--- src/rtl/trls_pkg.sv ---
// ----------------------------------------------------------------------------
// trls_pkg: shared types and constants of the two-road light sequencer
// Phase and lamp codes, field widths, the buzzer settings and the reset times.
// ----------------------------------------------------------------------------
package trls_pkg;

    // field widths
    localparam int TIME_W   = 7;
    localparam int COUNT_W  = 8;
    localparam int PERIOD_W = 10;
    localparam int VOLUME_W = 7;
    localparam int CFG_IDX_W = 2;

    // controller phase
    typedef enum logic [2:0] {
        PH_INIT = 3'd0,
        PH_LOAD = 3'd1,
        PH_RG   = 3'd2,
        PH_RA   = 3'd3,
        PH_GR   = 3'd4,
        PH_AR   = 3'd5
    } t_phase;

    // lamp color of one road
    typedef enum logic [1:0] {
        LAMP_RED   = 2'd0,
        LAMP_AMBER = 2'd1,
        LAMP_GREEN = 2'd2,
        LAMP_OFF   = 2'd3
    } t_lamp;

    // configuration register indexes
    typedef enum logic [CFG_IDX_W-1:0] {
        CFG_RED_TIME   = 2'd0,
        CFG_GREEN_TIME = 2'd1,
        CFG_AMBER_TIME = 2'd2,
        CFG_UNUSED     = 2'd3
    } t_cfg_idx;

    // buzzer settings
    localparam logic [PERIOD_W-1:0] BUZZ_LOAD_PERIOD  = 10'd400;
    localparam logic [VOLUME_W-1:0] BUZZ_LOAD_VOLUME  = 7'd15;
    localparam logic [PERIOD_W-1:0] BUZZ_AMBER_PERIOD = 10'd75;
    localparam logic [VOLUME_W-1:0] BUZZ_AMBER_VOLUME = 7'd100;
    localparam logic [PERIOD_W-1:0] BUZZ_WARN_PERIOD  = 10'd200;
    localparam logic [VOLUME_W-1:0] BUZZ_WARN_VOLUME  = 7'd50;
    localparam logic [PERIOD_W-1:0] BUZZ_GREEN_PERIOD = 10'd500;
    localparam logic [VOLUME_W-1:0] BUZZ_GREEN_VOLUME = 7'd20;

    // reset values of the time registers
    localparam logic [TIME_W-1:0] RED_TIME_RST   = 7'd5;
    localparam logic [TIME_W-1:0] GREEN_TIME_RST = 7'd3;
    localparam logic [TIME_W-1:0] AMBER_TIME_RST = 7'd2;

endpackage

--- src/rtl/two_road_light_sequencer_core.sv ---
// ----------------------------------------------------------------------------
// two_road_light_sequencer_core: automatic two-road traffic light controller
// Steps through init, load and the four light phases, one request per step,
// with per-road countdowns and a phase-driven buzzer setting.
// ----------------------------------------------------------------------------
//  channel | signals                                  | direction
//  --------+------------------------------------------+----------
//  in      | i_in_valid, o_in_stall, i_second_tick    | request in
//  out     | o_out_valid, i_out_stall, o_phase_code.. | result out
//  cfg     | i_cfg_we, i_cfg_index, i_cfg_data        | write only
//
//  one request per clock unless stalled; its result is valid the cycle after
//  acceptance. the state registers are the result register: the next request
//  is taken at the same edge at which the waiting result is taken.
//  synchronous active-low reset puts the phase in init with zero counts.
//  a stall on a waiting result stalls the request side in the same cycle.
// ----------------------------------------------------------------------------
module two_road_light_sequencer_core
    import trls_pkg::*;
(
    input  logic                       i_clk,
    input  logic                       i_rst_n,
    // request channel
    input  logic                       i_in_valid,
    output logic                       o_in_stall,
    input  logic                       i_second_tick,
    // result channel
    output logic                       o_out_valid,
    input  logic                       i_out_stall,
    output logic [2:0]                 o_phase_code,
    output logic [1:0]                 o_road1_light,
    output logic [1:0]                 o_road2_light,
    output logic signed [COUNT_W-1:0]  o_road1_seconds,
    output logic signed [COUNT_W-1:0]  o_road2_seconds,
    output logic [PERIOD_W-1:0]        o_buzz_period,
    output logic [VOLUME_W-1:0]        o_buzz_volume,
    // configuration port
    input  logic                       i_cfg_we,
    input  logic [CFG_IDX_W-1:0]       i_cfg_index,
    input  logic [TIME_W-1:0]          i_cfg_data
);

    // configuration registers
    logic [TIME_W-1:0]   r_red_time, r_green_time, r_amber_time;

    // controller state, shown directly as the result
    t_phase              r_phase, n_phase;
    logic [COUNT_W-1:0]  r_cnt1, n_cnt1;
    logic [COUNT_W-1:0]  r_cnt2, n_cnt2;
    logic [PERIOD_W-1:0] r_period, n_period;
    logic [VOLUME_W-1:0] r_volume, n_volume;
    logic                r_out_valid;

    logic                w_accept;
    logic [COUNT_W-1:0]  w_dec1, w_dec2;
    logic                w_end1, w_end2;
    logic                w_warn;
    t_lamp               w_lamp1, w_lamp2;

    // handshake
    assign o_in_stall = r_out_valid && i_out_stall;
    assign w_accept   = i_in_valid && !o_in_stall;

    // configuration writes
    always_ff @(posedge i_clk) begin
        if (!i_rst_n) begin
            r_red_time   <= RED_TIME_RST;
            r_green_time <= GREEN_TIME_RST;
            r_amber_time <= AMBER_TIME_RST;
        end else if (i_cfg_we) begin
            unique case (t_cfg_idx'(i_cfg_index))
                CFG_RED_TIME:   r_red_time   <= i_cfg_data;
                CFG_GREEN_TIME: r_green_time <= i_cfg_data;
                CFG_AMBER_TIME: r_amber_time <= i_cfg_data;
                default: ;
            endcase
        end
    end

    // countdown decrement and end-of-phase tests
    assign w_dec1 = r_cnt1 - COUNT_W'(1);
    assign w_dec2 = r_cnt2 - COUNT_W'(1);
    assign w_end1 = w_dec1[COUNT_W-1] || (w_dec1 == '0);
    assign w_end2 = w_dec2[COUNT_W-1] || (w_dec2 == '0);
    // second half of green: count at or below green_time / 2
    assign w_warn = $signed(w_dec2) <=
                    $signed({{(COUNT_W-TIME_W+1){1'b0}}, r_green_time[TIME_W-1:1]});

    // next state
    always_comb begin
        n_phase  = r_phase;
        n_cnt1   = r_cnt1;
        n_cnt2   = r_cnt2;
        n_period = r_period;
        n_volume = r_volume;
        unique case (r_phase)
            PH_LOAD: begin
                n_cnt1   = {1'b0, r_red_time};
                n_cnt2   = {1'b0, r_green_time};
                n_period = BUZZ_LOAD_PERIOD;
                n_volume = BUZZ_LOAD_VOLUME;
                n_phase  = PH_RG;
            end
            PH_RG: begin
                if (i_second_tick) begin
                    n_cnt1 = w_dec1;
                    n_cnt2 = w_dec2;
                    if (w_end2) begin
                        n_cnt2   = {1'b0, r_amber_time};
                        n_period = BUZZ_AMBER_PERIOD;
                        n_volume = BUZZ_AMBER_VOLUME;
                        n_phase  = PH_RA;
                    end else if (w_warn) begin
                        n_period = BUZZ_WARN_PERIOD;
                        n_volume = BUZZ_WARN_VOLUME;
                    end
                end
            end
            PH_RA: begin
                if (i_second_tick) begin
                    n_cnt1 = w_dec1;
                    n_cnt2 = w_dec2;
                    if (w_end1) begin
                        n_cnt1  = {1'b0, r_green_time};
                        n_cnt2  = {1'b0, r_red_time};
                        n_phase = PH_GR;
                    end
                end
            end
            PH_GR: begin
                if (i_second_tick) begin
                    n_cnt1 = w_dec1;
                    n_cnt2 = w_dec2;
                    if (w_end1) begin
                        n_cnt1  = {1'b0, r_amber_time};
                        n_phase = PH_AR;
                    end
                end
            end
            PH_AR: begin
                if (i_second_tick) begin
                    n_cnt1 = w_dec1;
                    n_cnt2 = w_dec2;
                    if (w_end1) begin
                        n_cnt1   = {1'b0, r_red_time};
                        n_cnt2   = {1'b0, r_green_time};
                        n_period = BUZZ_GREEN_PERIOD;
                        n_volume = BUZZ_GREEN_VOLUME;
                        n_phase  = PH_RG;
                    end
                end
            end
            // init and unused codes go to load
            default: n_phase = PH_LOAD;
        endcase
    end

    // state register, advanced once per accepted request
    always_ff @(posedge i_clk) begin
        if (!i_rst_n) begin
            r_phase     <= PH_INIT;
            r_cnt1      <= '0;
            r_cnt2      <= '0;
            r_period    <= '0;
            r_volume    <= '0;
            r_out_valid <= 1'b0;
        end else begin
            if (w_accept) begin
                r_phase  <= n_phase;
                r_cnt1   <= n_cnt1;
                r_cnt2   <= n_cnt2;
                r_period <= n_period;
                r_volume <= n_volume;
            end
            if (w_accept) begin
                r_out_valid <= 1'b1;
            end else if (!i_out_stall) begin
                r_out_valid <= 1'b0;
            end
        end
    end

    // lamp decode
    always_comb begin
        w_lamp1 = LAMP_OFF;
        w_lamp2 = LAMP_OFF;
        unique case (r_phase)
            PH_RG: begin w_lamp1 = LAMP_RED;   w_lamp2 = LAMP_GREEN; end
            PH_RA: begin w_lamp1 = LAMP_RED;   w_lamp2 = LAMP_AMBER; end
            PH_GR: begin w_lamp1 = LAMP_GREEN; w_lamp2 = LAMP_RED;   end
            PH_AR: begin w_lamp1 = LAMP_AMBER; w_lamp2 = LAMP_RED;   end
            default: ;
        endcase
    end

    // result outputs
    assign o_out_valid     = r_out_valid;
    assign o_phase_code    = r_phase;
    assign o_road1_light   = w_lamp1;
    assign o_road2_light   = w_lamp2;
    assign o_road1_seconds = $signed(r_cnt1);
    assign o_road2_seconds = $signed(r_cnt2);
    assign o_buzz_period   = r_period;
    assign o_buzz_volume   = r_volume;

    // assertions

    // every accepted request leaves a result behind
    a_accept_gives_result: assert property (@(posedge i_clk) disable iff (!i_rst_n)
        w_accept |=> r_out_valid)
        else $error("accepted request produced no result");

    // the state moves only on an accepted request
    a_state_holds: assert property (@(posedge i_clk) disable iff (!i_rst_n)
        !w_accept |=> $stable(r_phase) && $stable(r_cnt1) && $stable(r_cnt2))
        else $error("state changed without a request");

    // without a tick red-amber, green-red and amber-red keep their countdowns
    a_no_tick_hold: assert property (@(posedge i_clk) disable iff (!i_rst_n)
        (w_accept && !i_second_tick && (r_phase == PH_RA || r_phase == PH_GR
            || r_phase == PH_AR)) |=> $stable(r_cnt1) && $stable(r_cnt2)
            && $stable(r_phase))
        else $error("countdown moved without a tick");

    // load always leads into red-green with the load buzzer
    a_load_to_rg: assert property (@(posedge i_clk) disable iff (!i_rst_n)
        (w_accept && r_phase == PH_LOAD) |=>
            (r_phase == PH_RG && r_period == BUZZ_LOAD_PERIOD
             && r_volume == BUZZ_LOAD_VOLUME))
        else $error("load phase did not enter red-green");

endmodule

--- config.mk ---
export PLATFORM = sky130hd
export DESIGN_NAME = two_road_light_sequencer_core
export DESIGN_NICKNAME = d
export VERILOG_FILES = /design/src/rtl/trls_pkg.sv /design/src/rtl/two_road_light_sequencer_core.sv
export SDC_FILE = /design/constraint.sdc
export NUM_CORES = 1
export LEC_CHECK = 0
export BUFFER_PORTS_ARGS = -buffer_cell sky130_fd_sc_hd__buf_2
export CORE_MARGIN = 2
export CORE_UTILIZATION = 43
export DETAILED_ROUTE_END_ITERATION = 16
export PLACE_DENSITY_LB_ADDON = 0.15
export SLEW_MARGIN = 10
export SYNTH_ARGS = -nofsm -noshare
export SYNTH_HDL_FRONTEND = slang
export SYNTH_SLANG_ARGS = --single-unit
--- constraint.sdc ---
create_clock -name i_clk -period 2.4 [get_ports i_clk]
set_input_delay 0.12 -clock i_clk [delete_from_list [all_inputs] [get_ports i_clk]]
set_output_delay 0.12 -clock i_clk [all_outputs]
set_load 0.02 [all_outputs]
Yosys cells after proc, flatten, opt, wreduce, memory -nomap -nowiden. Index checks and enable logic that the tools add are counted. Widths: inputs -> output; s select.

Bits in writable memories: 0. Latch bits: 0. Output and inout bits: 42. Memories kept: 0. Input port bits: 15. Logic and storage cells: 88. Memory bits (read-only): 0. Register bits: 58.

Mux-type cells: 41. $lt $le $gt $ge: 1. Reductions and logical operators: 18. Bitwise gates (word level): 0. $mul: 0. Eq/ne operators: 17. Shifts and indexed selects: 0. Divide/modulo/power cells: 0. Add/subtract/negate cells: 2.

Operator list (count): $mux 8 (14); $pmux 8 s5 (2); $mux 10 (5); $mux 7 (5); $pmux 10 s3 (1); $mux 3 (8); $pmux 7 s3 (1); $logic_not 8->1 (2); $ne 2x2->1 const B (8); $sub 8x1->8 const B (2); $pmux 3 s5 (1); $pmux 2 s3 (2); $reduce_and 6->1 (2); $reduce_and 9->1 (1); $le 8x7->1 (1); $eq 3x2->1 const B (2); $eq 3x3->1 const B (2); $reduce_and 2->1 (3); $reduce_bool 5->1 (1); $reduce_or 2->1 (2); $eq 3x1->1 const B (1); $ne 3x3->1 const B (1); $reduce_bool 3->1 (1); $eq 2x1->1 const B (1); 7 further kinds (10).

Logic depth before layout (Yosys ltp). Gate-level depths: netlist of the first run.

Word-level depth: 6. Mapped depth: 11. Gate-level depth less buffers: 11.

Worst setup path before layout of the first run. OpenSTA, ideal clock, no wires.

Path type: register to register. From: register r_cnt2[0] (netlist: o_road2_seconds[0]). To: register r_volume[2] (netlist: o_buzz_volume[2]). Data required time: 2.281 ns. Stages on the path, launching flop included: 10. Arrival time: 2.492 ns. Library setup time: 0.119 ns. Clock period less this slack: 2.610 ns. Path slack: -0.210 ns. Path buffers: 0. Cells stage by stage: dfxtp_1 > or4_4 > or3_1 > nand2_2 > ha_1 > o22ai_1 > a21oi_1 > o21ba_4 > nand2b_4 > o221a_1.

Word-level cells in the longest chain between the ends: 6. Elaborated cells between the ends (all ways): 9. Classes of those cells: 1 x add/sub; 1 x order compare; 1 x eq/ne; 3 x mux; 3 x reduce/logical.

RTL lines: start, declared (line two_road_light_sequencer_core.sv:49) `logic [COUNT_W-1:0] r_cnt2, n_cnt2;`; start signal, assigned (line two_road_light_sequencer_core.sv:171) `r_cnt2 <= n_cnt2;`; $sub 8x1->8 * (line two_road_light_sequencer_core.sv:82) `assign w_dec2 = r_cnt2 - COUNT_W'(1);`; branches (longest 5 deep; another with $le 8x7->1); end signal, assigned (line two_road_light_sequencer_core.sv:173) `r_volume <= n_volume;`; end, declared (line two_road_light_sequencer_core.sv:51) `logic [VOLUME_W-1:0] r_volume, n_volume;`.

Mark *: on every way between the ends. The select of a mux whose other input is x is not followed. A chain may end at the register's enable or synchronous reset.

Final worst setup path of the first run.
From: register r_cnt2[1] (netlist: o_road2_seconds[1]). To: register r_volume[2] (netlist: o_buzz_volume[2]).

The elaborated chain is that of the path after synthesis.

==> results of run 1 <==
[worst paths after layout]
path	startpoint	end	slack [ns]	cells past startpoint
worst max-delay path	o_road2_seconds[1]	o_buzz_volume[2]	-0.14	9
worst min-delay path	i_in_valid	o_out_valid	0.02	2
worst max register to register	o_road2_seconds[1]	o_buzz_volume[2]	-0.14	9
worst min register to register	o_buzz_period[5]	o_buzz_period[5]	0.49	2
[through the flow]
step	utilization, %	instance area [sq um]
6_report	59.5	4620
3_5_place_dp	54.1	4200
2_1_floorplan	-	3510
3_3_place_gp	54.1	4200
4_1_cts	57.3	4450
5_1_grt	59.5	4620
[layer usage]
| metal | global-route usage [%] | share of wire [%] |
|---|---|---|
| met5 | 0 | 0 |
| met4 | 8.21 | 1.6 |
| met3 | 3.53 | 7.5 |
| met2 | 43.6 | 48 |
| met1 | 34.4 | 42 |
[cell usage after synthesis (all sizes together), types with 5 or more instances]
cell and count:
a31oi 6, xnor2 7, ha 11, or3 5, mux2i 25, nand2 55, o211ai 12, buf 15
nor3 5, clkbuf 19, nor2 36, inv 19, a211oi 14, o21ai 34, nand3 14, a21oi 12
dfxtp 51, nor2b 7, o22ai 9, a22oi 9, nand2b 8, a221oi 6
[registers in the layout, indices dropped and copies added (netlist names)]
| signal | flops |
|---|---|
| o_buzz_period | 5 |
| o_buzz_volume | 5 |
| o_out_valid | 1 |
| o_phase_code | 3 |
| o_road1_seconds | 8 |
| o_road2_seconds | 8 |
| r_amber_time | 7 |
| r_green_time | 7 |
| r_red_time | 7 |
[cells by family after synthesis]
logic type / after synthesis / share of synthesized area (%)
mux: 25 / 7.23
flops: 51 / 29.5
simple gates: 153 / 22.5
compound gates: 131 / 27.6
xor+xnor: 10 / 2.53
fa+ha+maj: 11 / 3.98
other cells: 1 / 0.108
buf+inv: 53 / 6.62
[layout by cell type (no fill, tap or decap), drive strengths merged, types with 4 or more instances in the layout]
cell type	count
mux2i	25
buf	121
o22ai	9
a31oi	6
nand3b	4
a211oi	14
nand2	55
or3	5
o21ai	34
nor2	36
nor3	5
nand3	14
inv	20
a21oi	12
xnor2	7
nor4	4
a22oi	9
clkbuf	6
o21a	4
nor2b	7
ha	11
nand2b	8
o211ai	12
dfxtp	51
and2	4
a221oi	6
[worst max-delay path: stages (launching register included)]
cell and delay (ns):
dfxtp_4 0.37, or4_4 0.56, or3_4 0.36, nand2_4 0.08, ha_4 0.21, o22ai_4 0.15
a21oi_2 0.06, o21ba_4 0.24, nand2b_4 0.18, o221a_1 0.24
[timing repair]
action | 4_1_cts | 5_1_grt
gates resized for setup | 26 | 29
endpoints found under the setup margin | 20 | 27
cloned | 0 | 0
hold endpoints to repair | 0 | 0
buffers inserted | 2 | 6
pin swaps | 5 | 15
[area by class of cell]
| cell class | instances | area [sq um] | area share, % |
|---|---|---|---|
| Multi-Input combinational cell | 331 | 2480 | 53.7 |
| Clock inverter | 2 | 16.3 | 0.352 |
| Clock buffer | 6 | 93.8 | 2.03 |
| Tap cell | 102 | 128 | 2.76 |
| Timing Repair Buffer | 121 | 795 | 17.2 |
| Sequential cell | 51 | 1030 | 22.4 |
| Inverter | 19 | 73.8 | 1.60 |
[where the power goes]
part,leakage [nW],switching (mW),internal [mW]
clock network,0.0530,0.316,0.273
logic,1.42,0.948,0.772
registers,0.418,0.0800,0.905
total,1.89,1.34,1.95
==> results.cfg, run 1 <==
[floorplan]
io-pin-count = 57
coreArea_sq_um = 7770
die-area_sq_um = 8780
die_h_um = 93.7
initial_core_util_pct = 44.6
rows = 32
chipWidth_um = 93.7

[setup_path]
critPathLaunchType = flop
critPathCaptureType = flop
cp_max_fo = 6
critPathArrivalTime_ns = 2.75
crit_type = reg -> reg
crit_required_ns = 2.62

[finish]
fin_nets = 555
diodes = 0
drive_gt1_share_pct = 36.4
area_growth_pct = 33.6
fillers = 731
layout.cells.non_filler = 632

[global_route]
grt_pass1_vias = 3552
grtUsageTotal_pct = 25.9
grt_max_degree = 28
grt_pass1_wl_mm = 17.8
grt_overflow_total = 0
antenna_found_initial = 0

[place]
routabilityCongestion = 0.921
dp_hpwl_mm = 8.35
place_inst = 616
post-place-ws_ns = -0.121
portBuffers = 55

[timing]
layout_min_cycle_time_ns = 2.54
worst_slew_pin_slew_ns = 0.546
max_clock_freq_mhz = 394
setup_tns_ns = -0.764
final.setup_skew_ns = 0.0116
period_share_pct = 106
drv_slew = 0
worst_slack_ns = -0.135
hold_slack_ns = 0.0212
final_hold_viol_count = 0
relSlewSlack_pct = 63.5
grt_setup_unrepaired = yes
setup_violations = 16

[route]
via_per_inst = 5.90
drtPass1Iterations = 5
wl_per_cell_um = 17.8
wirelength_mm = 11.3
vias = 3726
ant_nets = 0
first_iter_violations = 364
drc = 0

[outcome]
violations = negative setup slack
status = complete, but fails checks

[cts]
cts.sinks = 51
clock_path_buffers = 2
cts_buffers = 5
clock-root-buffer = clkbuf_8
clock_latency_ns = 0.32
cts_tree = yes
ctsHoldBuffers = 0
htreeDepth = 2
clkTransAtPathRegs_ns = 0.10

[logic_synthesis]
yosys-top-cells-area = dfxtp_1, mux2i_1, nand2_1, o21ai_0, ha_1
yosysWarnings = 0
syn-num-nets = 461
synth-main-ff-cell = dfxtp_1
synth_area_per_cell_sq_um = 7.96
synth_edf_count = 0
synth_area_sq_um = 3460
synthCells = 435
yosys.area.top_type = dfxtp_1
synth_seq_area_share_pct = 29.5
synth.distinct_cells = 64
async_reset_ff_share_pct = 0
synth_top_area_share_pct = 29.5
synth-seq-cells = 51

[power_and_ir_drop]
p_leak_nw = 1.89
ir_drop_mv = 0.298
power_mw = 3.29
power_density_nw_per_um2 = 713

[run]
drv_cap = 0

[min_path]
worstHoldPathType = in -> reg
No activity file was read; power rests on OpenSTA's default activity.
==> inputs of run 2 (changes only) <==
--- a/config.mk
+++ b/config.mk
@@ -6,7 +6,6 @@
 export NUM_CORES = 1
 export LEC_CHECK = 0
 export BUFFER_PORTS_ARGS = -buffer_cell sky130_fd_sc_hd__buf_2
-export CORE_MARGIN = 2
 export CORE_UTILIZATION = 43
 export DETAILED_ROUTE_END_ITERATION = 16
 export PLACE_DENSITY_LB_ADDON = 0.15
==> run 2 against run 1 <==
- the flow still finishes with violations (negative setup slack)
- sequential cell count unchanged
- core utilization decreased by 0.29 points
- combinational power about the same
- critical endpoint is now o_road2_seconds[0]
- global-route usage increased by 1.3 points
==> results.cfg, run 2 (synthesized netlist as in run 1, its figures left out) <==
[outcome]
status = complete, but fails checks
violations = negative setup slack

[cts]
cts.sinks = 51
cts_buffers = 5
cts_tree = yes
clock-root-buffer = clkbuf_8
ctsHoldBuffers = 0
clock_latency_ns = 0.32
clock_path_buffers = 2
clkTransAtPathRegs_ns = 0.11
htreeDepth = 2

[setup_path]
critPathCaptureType = flop
slowest_delay_ns = 0.42
crit_type = reg -> reg
slowest_stage = or3b_4
r2r_slack_ns = -0.20
cp_max_fo = 8
crit_required_ns = 2.60
critPathLaunchType = flop
critPathArrivalTime_ns = 2.80
crit_chain = inv_2 -> ha_4 -> or3b_4 -> o31ai_2 -> nand4_1 -> buf_4 -> o22ai_4 -> nand2_1 -> a311oi_2

[place]
post-place-ws_ns = -0.202
portBuffers = 55
routabilityCongestion = 0.909
dp_hpwl_mm = 8.51

[power_and_ir_drop]
power_density_nw_per_um2 = 707
ir_drop_mv = 0.393
p_leak_nw = 1.87

[route]
wirelength_mm = 11.6
drc = 0
vias = 3785
ant_nets = 0
first_iter_violations = 269
drtPass1Iterations = 5
wl_per_cell_um = 18.5
via_per_inst = 6.02

[timing]
worst_slew_pin_slew_ns = 0.562
final_hold_viol_count = 0
drv_slew = 0
layout_min_cycle_time_ns = 2.60
setup_tns_ns = -1.76
setup_violations = 17
max_clock_freq_mhz = 385
period_share_pct = 108
relSlewSlack_pct = 62.4
final.setup_skew_ns = 0.0115
grt_setup_unrepaired = yes
worst_slack_ns = -0.197

[floorplan]
initial_core_util_pct = 44.6
die_h_um = 91.7
chipWidth_um = 91.7
coreArea_sq_um = 7770
rows = 32
io-pin-count = 57
die-area_sq_um = 8410

[global_route]
grt_pass1_vias = 3598
grtUsageTotal_pct = 27.2
grt_pass1_wl_mm = 18.2
antenna_found_initial = 0
grt_max_degree = 26
grt_overflow_total = 0

[finish]
final_cell_mix = buf_4, buf_2, nand2_1
diodes = 0
area_growth_pct = 32.9
drive_gt1_share_pct = 35.3
fin_nets = 552
layout_commonest_cell = buf_4

[min_path]
worstHoldPathType = in -> reg

[run]
drv_cap = 0
## run 2: cell count changes in the layout (fill, tap and decap cells not counted), moves of 2 or more
cell	delta
buf_4	-4
a211oi_4	+2
inv_2	+2
nand2_2	-2
nor2_2	-2
nor2_1	+2
## run 2: what timing repair did
action / 4_1_cts / 5_1_grt
pin swaps: 14 / 22
endpoints found under the setup margin: 20 / 25
resized for setup: 28 / 24
buffers inserted: 4 / 7
## run 2: worst max-delay path, delay by kind of cell, from the launching register on
family          cells  cell delay (ns)
compound gates      3             0.93
simple gates        3             0.77
flops               1             0.37
buf+inv             2             0.29
fa+ha+maj           1             0.13
## run 2: cell type report
type / count / area [sq um]
Inverter: 19 / 71.3
Clock inverter: 3 / 27.5
Tap cell: 102 / 128
Timing Repair Buffer: 118 / 776
Sequential cell: 51 / 1030
Fill cell: 728 / 3170
Multi-Input combinational cell: 331 / 2500
Clock buffer: 5 / 68.8
## run 2: metal layers
layer / up-vias / global-route usage, % / part of all wire (%) / wire (um)
met5: - / 0 / 0 / 0
met4: 0 / 8.72 / 2.7 / 312
met3: 38 / 4.15 / 6.7 / 774
met2: 178 / 46.7 / 48 / 5550
met1: 1811 / 35.0 / 43 / 4970
li1: 1758 / - / - / -
## run 2: through the flow
| stage | cells | total power, mW | hold WS, ns | instance area (sq um) | utilization, % |
|---|---|---|---|---|---|
| floorplan | 435 | 1.90 | 0.244 | 3510 | - |
| global placement | 610 | 2.40 | 0.342 | 4150 | 53.5 |
| detailed placement | 610 | 2.42 | 0.348 | 4150 | 53.5 |
| CTS | 622 | 3.10 | 0.0171 | 4420 | 56.9 |
| global route | 629 | 3.42 | 0.0263 | 4600 | 59.2 |
| finish | 629 | 3.25 | 0.0123 | 4600 | 59.2 |
## run 2: power breakdown
| group | switching, mW | total (mW) | internal [mW] | leakage, nW |
|---|---|---|---|---|
| Sequential | 0.0760 | 0.982 | 0.906 | 0.417 |
| Clock | 0.331 | 0.546 | 0.215 | 0.0463 |
| Combinational | 0.960 | 1.72 | 0.765 | 1.41 |
| Total | 1.37 | 3.25 | 1.89 | 1.87 |
## run 2: worst paths after layout
check | from | to | cells past startpoint
max | o_road2_seconds[1] | o_road2_seconds[0] | 9
min | i_in_valid | o_out_valid | 2
max reg2reg | o_road2_seconds[1] | o_road2_seconds[0] | 9
min reg2reg | o_buzz_period[7] | o_buzz_period[7] | 2
